[src/sv/sbe_pkg.sv]
`timescale 1ns / 1ps

package sbe_pkg;

  // Field widths of the transactions and of the stored sensor id
  localparam int BYTE_W   = 8;
  localparam int PLACE_W  = 4;
  localparam int NUM_W    = 5;
  localparam int ID_W     = PLACE_W + NUM_W;
  localparam int LETTER_W = 3;
  localparam int SLOT_W   = 3;
  localparam int COUNT_W  = 16;
  localparam int SEL_W    = 3;

  // Sensor number of bit 7 in an even and in an odd byte of the poll
  localparam logic [NUM_W-1:0] LOW_BASE  = 5'd1;
  localparam logic [NUM_W-1:0] HIGH_BASE = 5'd9;

  localparam logic [COUNT_W-1:0] COUNT_MAX = '1;

  // One scan step: candidate sensor and whether it is an event
  typedef struct packed {
    logic               emit;
    logic               last;
    logic [PLACE_W-1:0] place;
    logic [NUM_W-1:0]   num;
  } scan_event_t;

  // Ring view seen by the scanner and the output stage
  typedef struct packed {
    logic [SLOT_W-1:0]  slot;
    logic [COUNT_W-1:0] total;
    logic [ID_W-1:0]    last_id;
  } ring_status_t;

endpackage

[src/sv/sbe_in_if.sv]
`timescale 1ns / 1ps

interface sbe_in_if;
  import sbe_pkg::*;

  logic              valid;
  logic              ready;
  logic [BYTE_W-1:0] sensor_byte;
  logic              first_of_poll;

  modport source (output valid, output sensor_byte, output first_of_poll, input ready);
  modport sink (input valid, input sensor_byte, input first_of_poll, output ready);

endinterface

[src/sv/sbe_out_if.sv]
`timescale 1ns / 1ps

interface sbe_out_if;
  import sbe_pkg::*;

  logic                valid;
  logic                ready;
  logic [LETTER_W-1:0] module_letter;
  logic [NUM_W-1:0]    sensor_number;
  logic [SLOT_W-1:0]   ring_slot;
  logic [COUNT_W-1:0]  events_total;
  logic                last_of_run;

  modport source (output valid, output module_letter, output sensor_number,
                  output ring_slot, output events_total, output last_of_run,
                  input ready);
  modport sink (input valid, input module_letter, input sensor_number,
                input ring_slot, input events_total, input last_of_run,
                output ready);

endinterface

[src/sv/sensor_bank_event_extractor_top.sv]
`timescale 1ns / 1ps

// Channel     Modport        Transaction
// sensor_in   sbe_in_if      sink    one status byte and its first-of-poll flag
// event_out   sbe_out_if     source  one sensor event
//
// A byte is scanned one set bit at a time; a zero byte is not scanned. The
// scanner clears one bit of its mask register per cycle while the output is free.
// The ring memory takes one write per event and one read per cycle.
// Reset (rst, synchronous) clears the place, pointer, count and last sensor.
// A stalled output register holds the scan; the next byte is taken in the
// cycle in which the last bit of the current one is scanned.

module sensor_bank_event_extractor_top #(
  parameter int POLL_BYTES   = 10,
  parameter int RECENT_DEPTH = 8
) (
  input  logic        clk,
  input  logic        rst,
  sbe_in_if.sink      sensor_in,
  sbe_out_if.source   event_out
);
  import sbe_pkg::*;

  scan_event_t   ev;
  ring_status_t  ring_st;
  logic          out_free;
  logic          scan_busy;
  logic          ring_wr;
  logic [ID_W-1:0] ring_wr_id;

  logic                ov;
  logic [LETTER_W-1:0] letter_q;
  logic [NUM_W-1:0]    num_q;
  logic [SLOT_W-1:0]   slot_q;
  logic [COUNT_W-1:0]  total_q;
  logic                last_q;

  assign out_free   = !ov || event_out.ready;
  assign ring_wr    = ev.emit;
  assign ring_wr_id = {ev.place, ev.num};

  sbe_scan #(
    .POLL_BYTES (POLL_BYTES)
  ) u_scan (
    .clk      (clk),
    .rst      (rst),
    .in_valid (sensor_in.valid),
    .in_byte  (sensor_in.sensor_byte),
    .in_first (sensor_in.first_of_poll),
    .in_ready (sensor_in.ready),
    .out_free (out_free),
    .last_id  (ring_st.last_id),
    .ev       (ev),
    .busy     (scan_busy)
  );

  sbe_ring #(
    .RECENT_DEPTH (RECENT_DEPTH)
  ) u_ring (
    .clk   (clk),
    .rst   (rst),
    .wr_en (ring_wr),
    .wr_id (ring_wr_id),
    .st    (ring_st)
  );

  // Load the output register on an event, drop it once taken
  always_ff @(posedge clk) begin
    if (rst) begin
      ov <= 1'b0;
    end else if (ev.emit) begin
      ov <= 1'b1;
    end else if (event_out.ready) begin
      ov <= 1'b0;
    end
  end

  always_ff @(posedge clk) begin
    if (ev.emit) begin
      letter_q <= ev.place[PLACE_W-1:1];
      num_q    <= ev.num;
      slot_q   <= ring_st.slot;
      total_q  <= ring_st.total;
      last_q   <= ev.last;
    end
  end

  assign event_out.valid         = ov;
  assign event_out.module_letter = letter_q;
  assign event_out.sensor_number = num_q;
  assign event_out.ring_slot     = slot_q;
  assign event_out.events_total  = total_q;
  assign event_out.last_of_run   = last_q;

  // The newest id is visible to the scanner in the cycle after its write
  a_forward: assert property (@(posedge clk) disable iff (rst)
    ring_wr |=> (ring_st.last_id == $past(ring_wr_id)))
    else $error("last sensor id not forwarded after ring write");

  // A stalled output freezes the scan
  a_stall_hold: assert property (@(posedge clk) disable iff (rst)
    (scan_busy && !out_free) |=> (scan_busy && $stable(ev.place) && $stable(ev.num)))
    else $error("scan moved while output stalled");

  // An event names a sensor of a byte within the poll
  a_event_range: assert property (@(posedge clk) disable iff (rst)
    event_out.valid |-> (event_out.sensor_number != '0 &&
                         event_out.sensor_number <= 5'd16 &&
                         {2'b00, event_out.module_letter, 1'b0} < 6'(POLL_BYTES)))
    else $error("event outside the sensor range");

endmodule

[src/sv/sbe_scan.sv]
`timescale 1ns / 1ps

module sbe_scan #(
  parameter int POLL_BYTES = 10
) (
  input  logic                       clk,
  input  logic                       rst,
  input  logic                       in_valid,
  input  logic [sbe_pkg::BYTE_W-1:0] in_byte,
  input  logic                       in_first,
  output logic                       in_ready,
  input  logic                       out_free,
  input  logic [sbe_pkg::ID_W-1:0]   last_id,
  output sbe_pkg::scan_event_t       ev,
  output logic                       busy
);
  import sbe_pkg::*;

  localparam logic [PLACE_W:0] POLL_LIM = (PLACE_W + 1)'(POLL_BYTES);

  logic [BYTE_W-1:0]  mask;
  logic [PLACE_W-1:0] place_q;
  logic [PLACE_W-1:0] pos_q;

  logic [SEL_W-1:0]   sel;
  logic               found;
  logic [BYTE_W-1:0]  mask_clr;
  logic [NUM_W-1:0]   num;
  logic [ID_W-1:0]    id;
  logic               step;
  logic               accept;
  logic [PLACE_W-1:0] place_in;
  logic [PLACE_W:0]   place_inc;
  logic [PLACE_W-1:0] pos_next;

  // Pick the highest remaining set bit: bit 7 is the lowest sensor
  always_comb begin
    sel   = '0;
    found = 1'b0;
    for (int k = 0; k < BYTE_W; k++) begin
      if (!found && mask[BYTE_W-1-k]) begin
        sel   = SEL_W'(k);
        found = 1'b1;
      end
    end
  end

  assign mask_clr = mask & ~(BYTE_W'(8'h80) >> sel);
  assign num      = (place_q[0] ? HIGH_BASE : LOW_BASE) + NUM_W'(sel);
  assign id       = {place_q, num};

  // Advance one bit per cycle while the output slot is free
  assign step     = busy && out_free;
  assign ev.emit  = step && (id != last_id);
  assign ev.last  = (mask_clr == '0);
  assign ev.place = place_q;
  assign ev.num   = num;

  // Take the next byte when idle or when the current one finishes now
  assign in_ready = !busy || (step && (mask_clr == '0));
  assign accept   = in_valid && in_ready;

  // Place of the incoming byte within its poll
  always_comb begin
    if (in_first || ({1'b0, pos_q} >= POLL_LIM)) begin
      place_in = '0;
    end else begin
      place_in = pos_q;
    end
    place_inc = {1'b0, place_in} + 1'b1;
    if (place_inc >= POLL_LIM) begin
      pos_next = '0;
    end else begin
      pos_next = place_inc[PLACE_W-1:0];
    end
  end

  // Load a byte or clear the bit just scanned
  always_ff @(posedge clk) begin
    if (rst) begin
      busy  <= 1'b0;
      pos_q <= '0;
      mask  <= '0;
    end else if (accept) begin
      pos_q   <= pos_next;
      busy    <= (in_byte != '0);
      mask    <= in_byte;
      place_q <= place_in;
    end else if (step) begin
      mask <= mask_clr;
      if (mask_clr == '0) begin
        busy <= 1'b0;
      end
    end
  end

endmodule

[src/sv/sbe_ring.sv]
`timescale 1ns / 1ps

module sbe_ring #(
  parameter int RECENT_DEPTH = 8
) (
  input  logic                     clk,
  input  logic                     rst,
  input  logic                     wr_en,
  input  logic [sbe_pkg::ID_W-1:0] wr_id,
  output sbe_pkg::ring_status_t    st
);
  import sbe_pkg::*;

  localparam int PTR_W = (RECENT_DEPTH > 1) ? $clog2(RECENT_DEPTH) : 1;
  localparam logic [PTR_W-1:0] PTR_LAST = PTR_W'(RECENT_DEPTH - 1);

  logic [ID_W-1:0]    mem [RECENT_DEPTH];
  logic [ID_W-1:0]    rd_q;
  logic [ID_W-1:0]    fwd_id_q;
  logic               fwd_q;
  logic               has_q;
  logic [PTR_W-1:0]   ptr_q;
  logic [COUNT_W-1:0] count_q;

  logic [PTR_W-1:0]   last_slot;
  logic [PTR_W-1:0]   rd_addr;
  logic [PTR_W-1:0]   ptr_next;
  logic [COUNT_W-1:0] count_next;

  assign last_slot  = (ptr_q == '0) ? PTR_LAST : ptr_q - 1'b1;
  assign ptr_next   = (ptr_q == PTR_LAST) ? '0 : ptr_q + 1'b1;
  assign count_next = (count_q == COUNT_MAX) ? COUNT_MAX : count_q + 1'b1;

  // Read the slot that holds the newest id after this cycle
  assign rd_addr = wr_en ? ptr_q : last_slot;

  // Write the event id and read back the newest entry
  always_ff @(posedge clk) begin
    if (wr_en) begin
      mem[ptr_q] <= wr_id;
    end
    rd_q     <= mem[rd_addr];
    fwd_id_q <= wr_id;
  end

  // Advance the pointer and the saturating count on each event
  always_ff @(posedge clk) begin
    if (rst) begin
      ptr_q   <= '0;
      count_q <= '0;
      has_q   <= 1'b0;
      fwd_q   <= 1'b0;
    end else begin
      fwd_q <= wr_en;
      if (wr_en) begin
        ptr_q   <= ptr_next;
        count_q <= count_next;
        has_q   <= 1'b1;
      end
    end
  end

  // Forward a write of the last cycle over the stale read
  assign st.last_id = !has_q ? '0 : (fwd_q ? fwd_id_q : rd_q);
  assign st.slot    = SLOT_W'(ptr_q);
  assign st.total   = count_next;

endmodule
[src/flat_wrapper.sv]
// flat-port wrapper written by rule: the top's interface ports become plain ports
module sensor_bank_event_extractor_top_flat import sbe_pkg::*;
#(
  parameter int POLL_BYTES   = 10,
  parameter int RECENT_DEPTH = 8
)
  (clk, rst, sensor_in_valid, sensor_in_sensor_byte, sensor_in_first_of_poll, sensor_in_ready, event_out_valid, event_out_module_letter, event_out_sensor_number, event_out_ring_slot, event_out_events_total, event_out_last_of_run, event_out_ready);
  sbe_in_if sensor_in_i ();
  sbe_out_if event_out_i ();
  input  logic clk;
  input  logic rst;
  input wire logic [$bits(sensor_in_i.valid)-1:0] sensor_in_valid;
  input wire logic [$bits(sensor_in_i.sensor_byte)-1:0] sensor_in_sensor_byte;
  input wire logic [$bits(sensor_in_i.first_of_poll)-1:0] sensor_in_first_of_poll;
  output wire logic [$bits(sensor_in_i.ready)-1:0] sensor_in_ready;
  output wire logic [$bits(event_out_i.valid)-1:0] event_out_valid;
  output wire logic [$bits(event_out_i.module_letter)-1:0] event_out_module_letter;
  output wire logic [$bits(event_out_i.sensor_number)-1:0] event_out_sensor_number;
  output wire logic [$bits(event_out_i.ring_slot)-1:0] event_out_ring_slot;
  output wire logic [$bits(event_out_i.events_total)-1:0] event_out_events_total;
  output wire logic [$bits(event_out_i.last_of_run)-1:0] event_out_last_of_run;
  input wire logic [$bits(event_out_i.ready)-1:0] event_out_ready;
  assign sensor_in_i.valid = sensor_in_valid;
  assign sensor_in_i.sensor_byte = sensor_in_sensor_byte;
  assign sensor_in_i.first_of_poll = sensor_in_first_of_poll;
  assign sensor_in_ready = sensor_in_i.ready;
  assign event_out_valid = event_out_i.valid;
  assign event_out_module_letter = event_out_i.module_letter;
  assign event_out_sensor_number = event_out_i.sensor_number;
  assign event_out_ring_slot = event_out_i.ring_slot;
  assign event_out_events_total = event_out_i.events_total;
  assign event_out_last_of_run = event_out_i.last_of_run;
  assign event_out_i.ready = event_out_ready;
  sensor_bank_event_extractor_top #(.POLL_BYTES(POLL_BYTES), .RECENT_DEPTH(RECENT_DEPTH)) u_core (.clk(clk), .rst(rst), .sensor_in(sensor_in_i), .event_out(event_out_i));
endmodule
[config.mk]
export PLATFORM = sky130hd
export DESIGN_NAME = sensor_bank_event_extractor_top_flat
export DESIGN_NICKNAME = d
export VERILOG_FILES = /design/src/sv/sbe_pkg.sv /design/src/sv/sbe_in_if.sv /design/src/sv/sbe_out_if.sv /design/src/sv/sensor_bank_event_extractor_top.sv /design/src/sv/sbe_scan.sv /design/src/sv/sbe_ring.sv /design/src/flat_wrapper.sv
export SDC_FILE = /design/constraint.sdc
export NUM_CORES = 1
export LEC_CHECK = 0
export ABC_AREA = 1
export ABC_CLOCK_PERIOD_IN_PS = 3010
export BUFFER_PORTS_ARGS = -buffer_cell sky130_fd_sc_hd__buf_2
export CAP_MARGIN = 20
export CORE_MARGIN = 8
export CORE_UTILIZATION = 40
export CTS_BUF_LIST = sky130_fd_sc_hd__clkbuf_8
export DETAILED_ROUTE_END_ITERATION = 7
export SETUP_SLACK_MARGIN = 0.3
export SLEW_MARGIN = 20
export SYNTH_ARGS = -nofsm -noshare
export SYNTH_HDL_FRONTEND = slang
export SYNTH_SLANG_ARGS = --single-unit
[constraint.sdc]
create_clock -name clk -period 3.01 [get_ports clk]
set_input_delay 0 -clock clk [delete_from_list [all_inputs] [get_ports clk]]
set_output_delay 0 -clock clk [all_outputs]
set_load 0.1 [all_outputs]
---- Word level (Yosys, flattened, before mapping) ----
Memories as Yosys holds them, arrays and structs flattened. A register that Yosys moved wholly into a read port is not among the register bits.
Cells that the tools add are included.
operators by class
  muxes and demuxes ....................... 32
  reductions and logical operators ........ 31
  equality and inequality tests ........... 3
  div/mod/pow operators ................... 0
  shifts and indexed selects .............. 1
  multipliers ............................. 0
  $lt $le $gt $ge ......................... 2
  add/sub/neg operators ................... 5
  bitwise gates (word level) .............. 3
operators with widths
  kind                                                                   count
  3-bit two-way mux                                                      9
  9-bit two-way mux                                                      2
  16-bit by 1-bit adder with 16-bit output, second input constant        1
  16-bit == test, second input constant                                  1
  16-bit two-way mux                                                     1
  8-bit two-way mux                                                      2
  1-bit two-way mux                                                      15
  4-bit two-way mux                                                      3
  1-bit logical AND                                                      11
  1-bit logical NOT                                                      9
  9-bit != test                                                          1
  8-bit bitwise AND                                                      1
  8-bit logical NOT                                                      1
  8-bit inverter                                                         1
  8-bit nonzero test                                                     1
  8-bit by 3-bit right shift with 8-bit output, first input constant     1
  2-bit nonzero test                                                     3
  4-bit by 1-bit adder with 5-bit output, second input constant          1
  4-bit by 3-bit adder with 5-bit output                                 1
  5-bit by 4-bit >= comparator with 1-bit output, second input constant  1
  4-bit >= comparator, second input constant                             1
  2-bit AND reduction                                                    2
  3-bit by 1-bit adder with 3-bit output, second input constant          1
  3-bit == test, second input constant                                   1
  4 further kinds                                                        6
word-level totals
  word-level logic and storage cells ...... 93
  memories ................................ 1
  latch bits .............................. 0
  output and inout port bits .............. 30
  memory bits (writable) .................. 72
  flip-flop bits (word level) ............. 76
  bits in read-only memories .............. 0
memory list
  memory             depth  bits a word  rd ports  clocked after memory_dff  write ports  line            RTL
  u_core.u_ring.mem  8      9            1         1                         1            sbe_ring.sv:17  logic [ID_W-1:0] mem [RECENT_DEPTH];

---- Longest topological paths before layout ----
Gate-level depths: netlist of run 1.
  word-level depth ........................ 31
  mapped depth ............................ 26
  mapped depth without buffers ............ 25

---- Hierarchy ----
A second synthesis of run 1 with hierarchy kept.
unflattened totals
  cell total of the unflattened synthesis .. 768
  area total of the unflattened synthesis .. 7309.5 µm²
modules (own cells, without submodules)
  module                           instances  area each (µm²)  cells an instance
  sbe_ring                         1          5122.4           550
  sbe_scan                         1          1303.8           185
  sensor_bank_event_extractor_top  1          883.3            33

---- Worst setup path after synthesis of run 1 ----
OpenSTA, ideal clock, no wires.
  path type ............................... flip-flop to flip-flop
  start point ............................. reg u_core.u_scan.mask[6]
  end point ............................... reg u_core.u_scan.place_q[0], enable pin
  clock period less this slack ............ 3258 ps
  path buffers ............................ 0
  cell stages (with the launch flop) ...... 20
  setup slack ............................. -248 ps
  data required time ...................... 2683 ps
  arrival time ............................ 2931 ps
  path through ............................ dfxtp_1 nor2_2 nand4_2 nor2_2 o21ai_2 inv_1 nor2_1 inv_1 ha_1 ha_1 inv_1 nand2_1 o21ai_0 a21oi_1 nand3_1 nor2_1 nand2_1 nand2_1 nand2_1 nor2_2
RTL lines
  element                 line            RTL
  start, declared         sbe_scan.sv:21  logic [BYTE_W-1:0] mask;
  start signal, assigned  sbe_scan.sv:87  mask <= in_byte;
  start signal, assigned  sbe_scan.sv:90  mask <= mask_clr;
  end signal, assigned    sbe_scan.sv:88  place_q <= place_in;
  end, declared           sbe_scan.sv:22  logic [PLACE_W-1:0] place_q;

==> results of run 1 <==
[flip-flops by register name (all words and copies together) (netlist names), 3 cells and up]
signal	count
u_core.event_out.sensor_number	5
u_core.u_scan.pos_q	4
u_core.event_out.events_total	16
u_core.event_out.ring_slot	3
u_core.u_ring.fwd_id_q	9
u_core.u_ring.mem	72
u_core.u_ring.count_q	16
u_core.event_out.module_letter	3
u_core.u_ring.ptr_q	3
u_core.u_ring.rd_q	9
u_core.u_scan.place_q	4
u_core.u_scan.mask	8
[synthesized netlist by cell type, drive strengths merged]
master,count
nand2,175
inv,141
edfxtp,104
nand3,99
nor2,55
dfxtp,53
o21ai,48
a21oi,33
buf,16
ha,13
clkbuf,9
nand4,8
nor3,7
nand3b,3
a31oi,2
nor4,2
or2,2
xnor2,2
xor2,2
and3,1
o2111ai,1
[what timing repair did]
item / 4_1_cts / 5_1_grt
resized for setup: 63 / 85
buffers inserted: 19 / 4
gates cloned: 13 / 7
hold buffers: 12 / 0
pin swaps: 23 / 14
endpoints found under the hold margin: 21 / 0
setup endpoints to repair: 145 / 145
[layout make-up]
| cell class | count | area, µm² |
|---|---|---|
| fill | 1500 | 7610 |
| clock inverter | 14 | 129 |
| timing repair buffer | 134 | 1550 |
| multi-input combinational | 455 | 2750 |
| clock buffer | 18 | 248 |
| sequential | 157 | 4190 |
| inverter | 141 | 551 |
| tap | 225 | 282 |
[worst max-delay path: cells and delay by family (launching register included)]
kind | cells | cell delay (ns)
AND/OR/NAND/NOR | 19 | 1.52
adder cells (fa/ha/maj) | 2 | 0.35
AO/OA/AOI/OAI | 1 | 0.08
flip-flops | 1 | 0.34
buffers and inverters | 6 | 0.61
[power by group]
group          total [mW]  internal [mW]  switching (mW)
Sequential           2.65           2.53           0.122
Clock                1.52          0.745           0.780
Combinational        1.83          0.707            1.13
Total                6.01           3.98            2.03
[cell families (layout without fill, tap and decap cells)]
| family | count (synthesis) | after routing | share of synthesized area (%) |
|---|---|---|---|
| adder cells (fa/ha/maj) | 13 | 13 | 2.30 |
| XOR/XNOR | 4 | 4 | 0.495 |
| buffers and inverters | 166 | 307 | 9.39 |
| AO/OA/AOI/OAI | 84 | 86 | 6.56 |
| flip-flops | 157 | 157 | 59.2 |
| AND/OR/NAND/NOR | 352 | 352 | 22.1 |
[metal layers]
layer / track usage [%] / vias up
li1: - / 2795
met1: 21.3 / 2687
met2: 27.4 / 157
met3: 3.64 / 37
met4: 6.71 / 0
met5: 0 / -
[path summary, 6_finish.rpt]
kind	from	slack [ns]	endpoint
worst min register to register	u_core.u_scan.pos_q[0]	0.48	u_core.u_scan.pos_q[0]
worst max register to register	u_core.u_scan.mask[6]	0.01	u_core.u_ring.rd_q[8]
worst min-delay path	sensor_in_sensor_byte[1]	0.35	u_core.u_scan.mask[1]
worst max-delay path	u_core.u_scan.mask[6]	0.01	u_core.u_ring.rd_q[8]
[per-stage QoR]
| stage | instance area (µm²) | setup TNS (ns) | util, % |
|---|---|---|---|
| 4_1_cts | 9180 | 0 | 53.1 |
| 2_1_floorplan | 7250 | 0 | - |
| 5_1_grt | 9690 | -7.12 | 56.0 |
| 6_report | 9690 | 0 | 56.0 |
| 3_3_place_gp | 7940 | 0 | 45.9 |
| 3_5_place_dp | 7940 | -0.204 | 45.9 |
[cells in the final DEF, fill, tap and decap left out, types with 5 or more instances in the layout]
| master | Yosys | final |
|---|---|---|
| buf_4 | 1 | 35 |
| buf_16 | 0 | 10 |
| dfxtp_1 | 53 | 51 |
| dlygate4sd3_1 | 0 | 12 |
| nor2_4 | 0 | 14 |
| nand3_2 | 2 | 18 |
| o21ai_1 | 1 | 5 |
| buf_8 | 0 | 7 |
| o21ai_4 | 2 | 6 |
| clkinv_2 | 0 | 5 |
| nand2_2 | 8 | 17 |
| edfxtp_1 | 104 | 104 |
| a21oi_1 | 32 | 30 |
| inv_1 | 138 | 137 |
| nand2_4 | 1 | 6 |
| nand3_1 | 97 | 80 |
| nand4_1 | 7 | 7 |
| buf_2 | 12 | 41 |
| buf_12 | 0 | 18 |
| clkbuf_16 | 0 | 7 |
| o21ai_0 | 44 | 20 |
| ha_1 | 13 | 11 |
| o21ai_2 | 1 | 19 |
| clkbuf_8 | 0 | 18 |
| nand2_1 | 166 | 148 |
| nor3_1 | 5 | 5 |
| nor2_1 | 51 | 38 |
==> impl_metrics.csv, run 1 <==
group,metric,value,unit
outcome,status,"finished clean",
place,place.gp.congestion,0.814,
sta,setup_violations,0,
critical_path,endpoint_kind,"flop",
power_and_ir_drop,leakage,4.22,nW
logic_synthesis,avgSynthCellArea,9.11,µm²
finish,fin_nets,932,
sta,fin_hold_ws,0.349,ns
floorplan,die_w,149,µm
clock_tree,tritoncts,"yes",
clock_tree,cts_sinks,157,
drt,dr_wl_met3,926,µm
logic_synthesis,syn_nets,802,
sta,finalCritPeriodShare,99.5,%
logic_synthesis,synth_cells,776,
floorplan,rows,48,
drt,drt_iter0_drc,456,
grt,grt.overflow.total,0,
drt,detail_route.wl_per_cell,16.2,µm
critical_path,reg2regPathDepth,28,
finish,antenna_cells,0,
critical_path,cp_slowest_cell,"dfxtp_2",
sta,finClkSkew,0.00991,ns
critical_path,slowest_delay,0.34,ns
drt,drtAntennaViolNets,0,
grt,grt_pass1_wl,28900,µm
sta,finalHoldViolCount,0,
drt,wl_met2,8990,µm
power_and_ir_drop,ir_drop,0.349,mV
logic_synthesis,synth_area_leaders,"edfxtp_1 44%, dfxtp_1 15%, nand2_1 8.8%",
finish,fin_cells,1144,
grt,grt_pass1_vias,5464,
sta,max_slew_margin,9.71,%
floorplan,die_y,149,µm
drt,routed.top_layer,"met4",
place,hpwlAfterDp,10600,µm
place,placedCellCount,1057,
critical_path,start_kind,"flop",
place,pre_cts_slack,-0.0502,ns
sta,drv_slew,0,
clock_tree,numCtsBuffers,17,
sta,worst_slack,0.0143,ns
grt,grt_util_all_layers,16.8,%
grt,antenna_found_initial,0,
floorplan,design.core.area,17300,µm²
sta,rsz0062_at_grt,"yes",
grt,grt_start_max_net_pins,32,
logic_synthesis,ys_ff_latch,157,
floorplan,start_util,40.9,%
logic_synthesis,synth.top_cell.area_share,44.2,%
logic_synthesis,ys_seq_area_share,59.2,%
logic_synthesis,synth_top_area_cell,"edfxtp_1",
critical_path,crit_arrival,3.35,ns
drt,wl,18500,µm
critical_path,path_class,"flop to flop",
logic_synthesis,yosys_warnings,0,
clock_tree,path_clk_slew,0.08,ns
sta,clock.fmax,334,MHz
drt,drc,0,
floorplan,pin_count,43,
finish,area.growth.synth_to_final,37.0,%
critical_path,crit_fanout,4,
place,port-buffer-count,42,
power_and_ir_drop,pwr_density_cell,620,nW/µm²
finish,drive_gt1_share,28.3,%
drt,wl_met1,8120,µm
run,cap_violations,0,
clock_tree,cts_root_buf,"clkbuf_8",
critical_path,required,3.36,ns
clock_tree,htreeDepth,4,
logic_synthesis,synth_cell_type_count,34,
critical_path,crit_path_frequent_cell,"nand2_1",
logic_synthesis,syn_area,7070,µm²
drt,via_per_inst,4.96,
power_and_ir_drop,p_total,6.01,mW
sta,tightest_slew,1.35,ns
clock_tree,clkLatencyLatePin,0.45,ns
min_path,min_path_type,"input port to flop",
min_path,holdPathStages,4,
sta,period_minus_slack,3.00,ns
clock_tree,cts_buffer_depth,2,
floorplan,die-area,22200,µm²
drt,drt-pass1-iter-count,5,
drt,vias,5676,
Note: power is estimated with default switching activity, not from simulation.
==> inputs of run 2 (changes only) <==
==> constraint.sdc (replaced) <==
create_clock -name clk -period 3.01 [get_ports clk]
set_input_delay 0.602 -clock clk [delete_from_list [all_inputs] [get_ports clk]]
set_output_delay 0.602 -clock clk [all_outputs]
set_load 0.1 [all_outputs]
==> run 2 against run 1 <==
Against the previous run:
- the run now ends with setup timing left
- core utilization is 3.2 points higher
- non-clock buffer count is 7 higher
- first-iteration DRC count is 0.88% higher
- clock skew is 0.0074 ns higher
- clock-buffer cell count is 3 higher
- combinational power is 7% higher
- global-route usage is 1.6 points higher
- largest power group unchanged
==> impl_metrics.csv, run 2 (same netlist as run 1, synthesis figures left out) <==
group,metric,value,unit
outcome,status,"finished with violations",
outcome,violations,"setup timing",
drt,drtAntennaViolNets,0,
finish,largest_reg_flops,72,
sta,finalHoldViolCount,0,
clock_tree,cts_sinks,157,
run,cap_violations,0,
finish,regMostFlops,"u_core.u_ring.mem",
finish,fin_nets,944,
sta,fin_hold_ws,0.403,ns
sta,setup_tns,-2.39,ns
sta,max_slew_margin,41.0,%
grt,antenna_found_initial,0,
power_and_ir_drop,p_total,6.15,mW
floorplan,die_y,149,µm
sta,rsz0062_at_grt,"yes",
floorplan,start_util,40.9,%
drt,vias,5873,
floorplan,die-area,22200,µm²
critical_path,start_kind,"flop",
sta,setup_violations,62,
finish,drive_gt1_share,35.0,%
place,pre_cts_slack,-0.0490,ns
place,port-buffer-count,42,
power_and_ir_drop,ir_drop,0.498,mV
sta,finalCritPeriodShare,106,%
finish,mostFrequentLayoutCells,"132 x inv_1, 132 x nand2_1, 104 x edfxtp_1",
grt,grt.overflow.total,0,
clock_tree,tritoncts,"yes",
floorplan,pin_count,43,
critical_path,crit_fanout,3,
sta,worst_slack,-0.186,ns
drt,via_per_inst,5.08,
finish,antenna_cells,0,
sta,drv_slew,0,
clock_tree,cts_root_buf,"clkbuf_8",
drt,drt_iter0_drc,460,
floorplan,design.core.area,17300,µm²
sta,period_minus_slack,3.20,ns
drt,detail_route.wl_per_cell,17.6,µm
critical_path,required,2.41,ns
grt,grt_pass1_wl,31300,µm
clock_tree,cts_buffer_depth,2,
grt,grt_util_all_layers,18.3,%
place,place.gp.congestion,0.806,
finish,fillCellCount,1381,
place,hpwlAfterDp,10400,µm
min_path,min_path_type,"input port to flop",
clock_tree,numCtsBuffers,17,
grt,grt_start_max_net_pins,32,
power_and_ir_drop,leakage,4.45,nW
floorplan,rows,48,
sta,clock.fmax,313,MHz
clock_tree,htreeDepth,4,
critical_path,path_class,"flop to output pin",
clock_tree,ctsHoldBuffers,0,
critical_path,endpoint_kind,"output pin",
clock_tree,path_clk_slew,0.08,ns
finish,area.growth.synth_to_final,44.8,%
drt,drc,0,
sta,finClkSkew,0.0173,ns
drt,drt-pass1-iter-count,5,
clock_tree,clkLatencyLatePin,0.47,ns
finish,design_area,10200,µm²
drt,wl,20300,µm
grt,grt_pass1_vias,5955,
critical_path,crit_arrival,2.59,ns
place,dpl-instance-area,7940,µm²
floorplan,die_w,149,µm
power_and_ir_drop,pwr_density_cell,601,nW/µm²
sta,tightest_slew,0.884,ns
run 2: layout make-up:
cell class | instances | area, µm² | area share, %
Clock buffer | 21 | 289 | 2.82
Clock inverter | 11 | 90.1 | 0.880
Inverter | 141 | 547 | 5.34
Multi-Input combinational cell | 460 | 3030 | 29.6
Sequential cell | 157 | 4190 | 40.9
Tap cell | 225 | 282 | 2.75
Timing Repair Buffer | 141 | 1810 | 17.7
run 2: power breakdown:
part           internal, mW  leakage, nW  switching [mW]
logic                 0.756         2.83            1.20
registers              2.53         1.42           0.127
clock network         0.737        0.209           0.800
total                  4.02         4.45            2.13
run 2: final timing paths:
| path | startpoint | to | slack, ns | cells after the start |
|---|---|---|---|---|
| max reg2reg | u_core.u_scan.mask[7] | u_core.u_ring.rd_q[6] | -0.12 | 28 |
| max | u_core.u_scan.mask[7] | sensor_in_ready | -0.19 | 19 |
| min reg2reg | u_core.u_scan.pos_q[0] | u_core.u_scan.pos_q[0] | 0.50 | 2 |
| min | sensor_in_sensor_byte[1] | u_core.u_scan.mask[1] | 0.40 | 3 |
run 2: metrics by stage:
step	utilization [%]	instances
2_1_floorplan	-	776
3_3_place_gp	45.9	1055
3_5_place_dp	45.9	1055
4_1_cts	56.6	1141
5_1_grt	59.2	1156
6_report	59.2	1156
run 2: repair_timing:
action                     CTS  global route
resized for setup          167            61
buffers inserted            31            10
setup endpoints to repair  145           150
pin swaps                   64            38
gates cloned                23             5
run 2: critical path, stage by stage (launching register included):
cell and delay [ns]:
dfxtp_2 0.34, nor2_4 0.13, nand4_4 0.11, nor2_4 0.15
o21ai_2 0.09, inv_1 0.07, nor2_2 0.04, inv_2 0.08
ha_4 0.14, buf_6 0.10, ha_4 0.11, inv_2 0.03
nand2_1 0.04, o21ai_1 0.06, a21oi_1 0.11, nand3_1 0.09
nor2_2 0.12, nand2_2 0.10, nand2_8 0.07, buf_12 0.17
run 2: routing by layer:
| metal | vias to the layer above | wire length, µm | track usage, % | part of all wire, % |
|---|---|---|---|---|
| met5 | - | 0 | 0 | 0 |
| met4 | 0 | 625 | 8.78 | 3.1 |
| met3 | 44 | 946 | 3.73 | 4.6 |
| met2 | 158 | 10300 | 30.9 | 51 |
| met1 | 2829 | 8450 | 22.1 | 42 |
| li1 | 2842 | - | - | - |
==> inputs of run 3 (changes only) <==
--- a/config.mk
+++ b/config.mk
@@ -9,10 +9,11 @@
 export ABC_CLOCK_PERIOD_IN_PS = 3010
 export BUFFER_PORTS_ARGS = -buffer_cell sky130_fd_sc_hd__buf_2
 export CAP_MARGIN = 20
-export CORE_MARGIN = 8
-export CORE_UTILIZATION = 40
-export CTS_BUF_LIST = sky130_fd_sc_hd__clkbuf_8
+export CORE_MARGIN = 2
+export CORE_UTILIZATION = 50
+export CTS_BUF_LIST = sky130_fd_sc_hd__clkbuf_2 sky130_fd_sc_hd__clkbuf_4 sky130_fd_sc_hd__clkbuf_8
 export DETAILED_ROUTE_END_ITERATION = 7
+export PLACE_DENSITY = 0.7
 export SETUP_SLACK_MARGIN = 0.3
 export SLEW_MARGIN = 20
 export SYNTH_ARGS = -nofsm -noshare
==> run 3 against run 2 <==
Against the previous run:
- the run still ends with setup timing left
- combinational power about the same
- hold slack got worse by 0.012 ns
- largest cell class unchanged
- first-iteration DRC count increased by 61%
- final area decreased by 3.7%
- global-route usage increased by 8.7 points
- core utilization increased by 12 points
- critical path depth increased by 9
- final cell count decreased by 3.8%
==> impl_metrics.csv, run 3 (same netlist as run 1, synthesis figures left out) <==
group,metric,value,unit
run,cap_violations,0,
min_path,min_to,"u_core.u_scan.mask[1]",
grt,grt.overflow.total,0,
sta,finClkSkew,0.0152,ns
sta,finalHoldViolCount,0,
clock_tree,tritoncts,"yes",
sta,fin_hold_ws,0.391,ns
finish,fin_nets,945,
critical_path,path_class,"flop to flop",
critical_path,critical-path-top-delay-family,"simple AND/OR/NAND/NOR gates",
place,port-buffer-count,42,
grt,grt_pass1_vias,5994,
drt,drt-pass1-iter-count,5,
finish,largest_reg_flops,72,
sta,worst_slack,-0.581,ns
sta,clock.fmax,278,MHz
critical_path,crit_arrival,4.01,ns
sta,setup_violations,132,
drt,drc,0,
drt,drt_iter0_drc,740,
critical_path,cp_slowest_cell,"dfxtp_2",
finish,antenna_cells,0,
critical_path,path_buf_inv,7,
finish,regMostFlops,"u_core.u_ring.mem",
grt,grt_pass1_wl,30300,µm
clock_tree,cts_sinks,157,
place,dpl-instance-area,7940,µm²
place,hpwlAfterDp,10600,µm
clock_tree,ctsHoldBuffers,0,
clock_tree,path_clk_slew,0.08,ns
finish,final_common_cell,"nand2_1",
outcome,violations,"setup timing",
min_path,min_from,"sensor_in_sensor_byte[1]",
drt,drtAntennaViolNets,0,
critical_path,rrSetupSlack,-0.58,ns
critical_path,cp-startpoint,"u_core.u_scan.mask[7]",
floorplan,rows,43,
sta,finalCritPeriodShare,119,%
floorplan,die_y,123,µm
critical_path,required,3.43,ns
place,placedCellCount,1013,
floorplan,design.core.area,13800,µm²
drt,wl,21000,µm
floorplan,start_util,51.1,%
floorplan,die_w,123,µm
clock_tree,cts_root_buf,"clkbuf_8",
sta,max_slew_margin,5.15,%
clock_tree,cts_buffer_depth,2,
finish,design_area,9860,µm²
critical_path,slowest_delay,0.34,ns
power_and_ir_drop,p_total,6.36,mW
sta,period_minus_slack,3.59,ns
clock_tree,clkLatencyLatePin,0.48,ns
grt,grt_start_max_net_pins,32,
min_path,min_path_type,"input port to flop",
critical_path,r2r-end,"u_core.u_ring.rd_q[3]",
place,pre_cts_slack,-0.0872,ns
power_and_ir_drop,leakage,4.33,nW
grt,antenna_found_initial,0,
critical_path,endpoint_kind,"flop",
drt,vias,6182,
floorplan,pin_count,43,
clock_tree,htreeDepth,4,
critical_path,crit_fanout,5,
power_and_ir_drop,ir_drop,0.464,mV
finish,area.growth.synth_to_final,39.4,%
drt,via_per_inst,5.56,
critical_path,start_kind,"flop",
clock_tree,numCtsBuffers,17,
finish,mostFrequentLayoutCells,"148 x nand2_1, 132 x inv_1, 104 x edfxtp_1",
min_path,holdPathStages,3,
drt,detail_route.wl_per_cell,18.9,µm
sta,tightest_slew,1.42,ns
sta,rsz0062_at_grt,"yes",
outcome,status,"finished with violations",
floorplan,die-area,15100,µm²
finish,drive_gt1_share,30.8,%
power_and_ir_drop,pwr_density_cell,645,nW/µm²
critical_path,r2r_start,"u_core.u_scan.mask[7]",
place,place.gp.congestion,0.830,
grt,grt_util_all_layers,27.1,%
critical_path,reg2regPathDepth,28,
finish,fin_cells,1112,
critical_path,crit_path_frequent_cell,"nand2_1",
sta,drv_slew,0,
## run 3: cell types whose count changed in the layout (fill, tap and decap cells not counted), sizes merged, moves of 3 or more
cell,previous run,this run
buf,134,141
bufinv,1,4
inv,146,141
nand2,182,175
o21ai,48,51
## run 3: metrics by stage
stage | setup TNS, ns | utilization [%]
after CTS | -2.38 | 68.0
after global routing | -65.18 | 71.3
final | -47.21 | 71.3
after floorplan | 0 | -
after global placement | -0.0811 | 57.5
after detailed placement | -1.01 | 57.5
## run 3: worst max path at each step
stage | end | cells past startpoint
global route | u_core.u_ring.rd_q[6] | 28
finish | u_core.u_ring.rd_q[3] | 28
floorplan | u_core.u_ring.rd_q[0] | 24
global placement | u_core.u_ring.rd_q[3] | 25
CTS | sensor_in_ready | 19
detailed placement | u_core.u_ring.rd_q[6] | 25
## run 3: report_power, final
part | internal [mW] | switching [mW] | total [mW]
Combinational | 0.740 | 1.21 | 1.95
Sequential | 2.53 | 0.127 | 2.66
Clock | 0.986 | 0.773 | 1.76
Total | 4.26 | 2.11 | 6.36
## run 3: cell type report
cell class | count | area, µm²
clock inverters | 10 | 160
well taps | 180 | 225
clock buffers | 22 | 290
fillers | 890 | 3970
multi-input cells | 456 | 2700
flip-flops and latches | 157 | 4190
repair buffers | 146 | 1740
inverters | 141 | 552
## run 3: per-layer routing
metal | wire length, µm | GRT usage, % | share of wire, %
met3 | 1630 | 6.60 | 7.7
met4 | 1020 | 16.2 | 4.8
met2 | 10500 | 43.5 | 50
met1 | 7910 | 33.1 | 38
met5 | 0 | 0 | 0
## run 3: tightest hold or removal path, cell delays in order
cell and delay [ns]:
buf_2 0.09, nor2_1 0.04, nor2_1 0.09
## run 3: repair_timing
action | 4_1_cts | 5_1_grt
setup endpoints to repair | 143 | 149
cloned | 17 | 5
setup buffers | 28 | 17
pin swaps | 30 | 49
resized for setup | 80 | 92
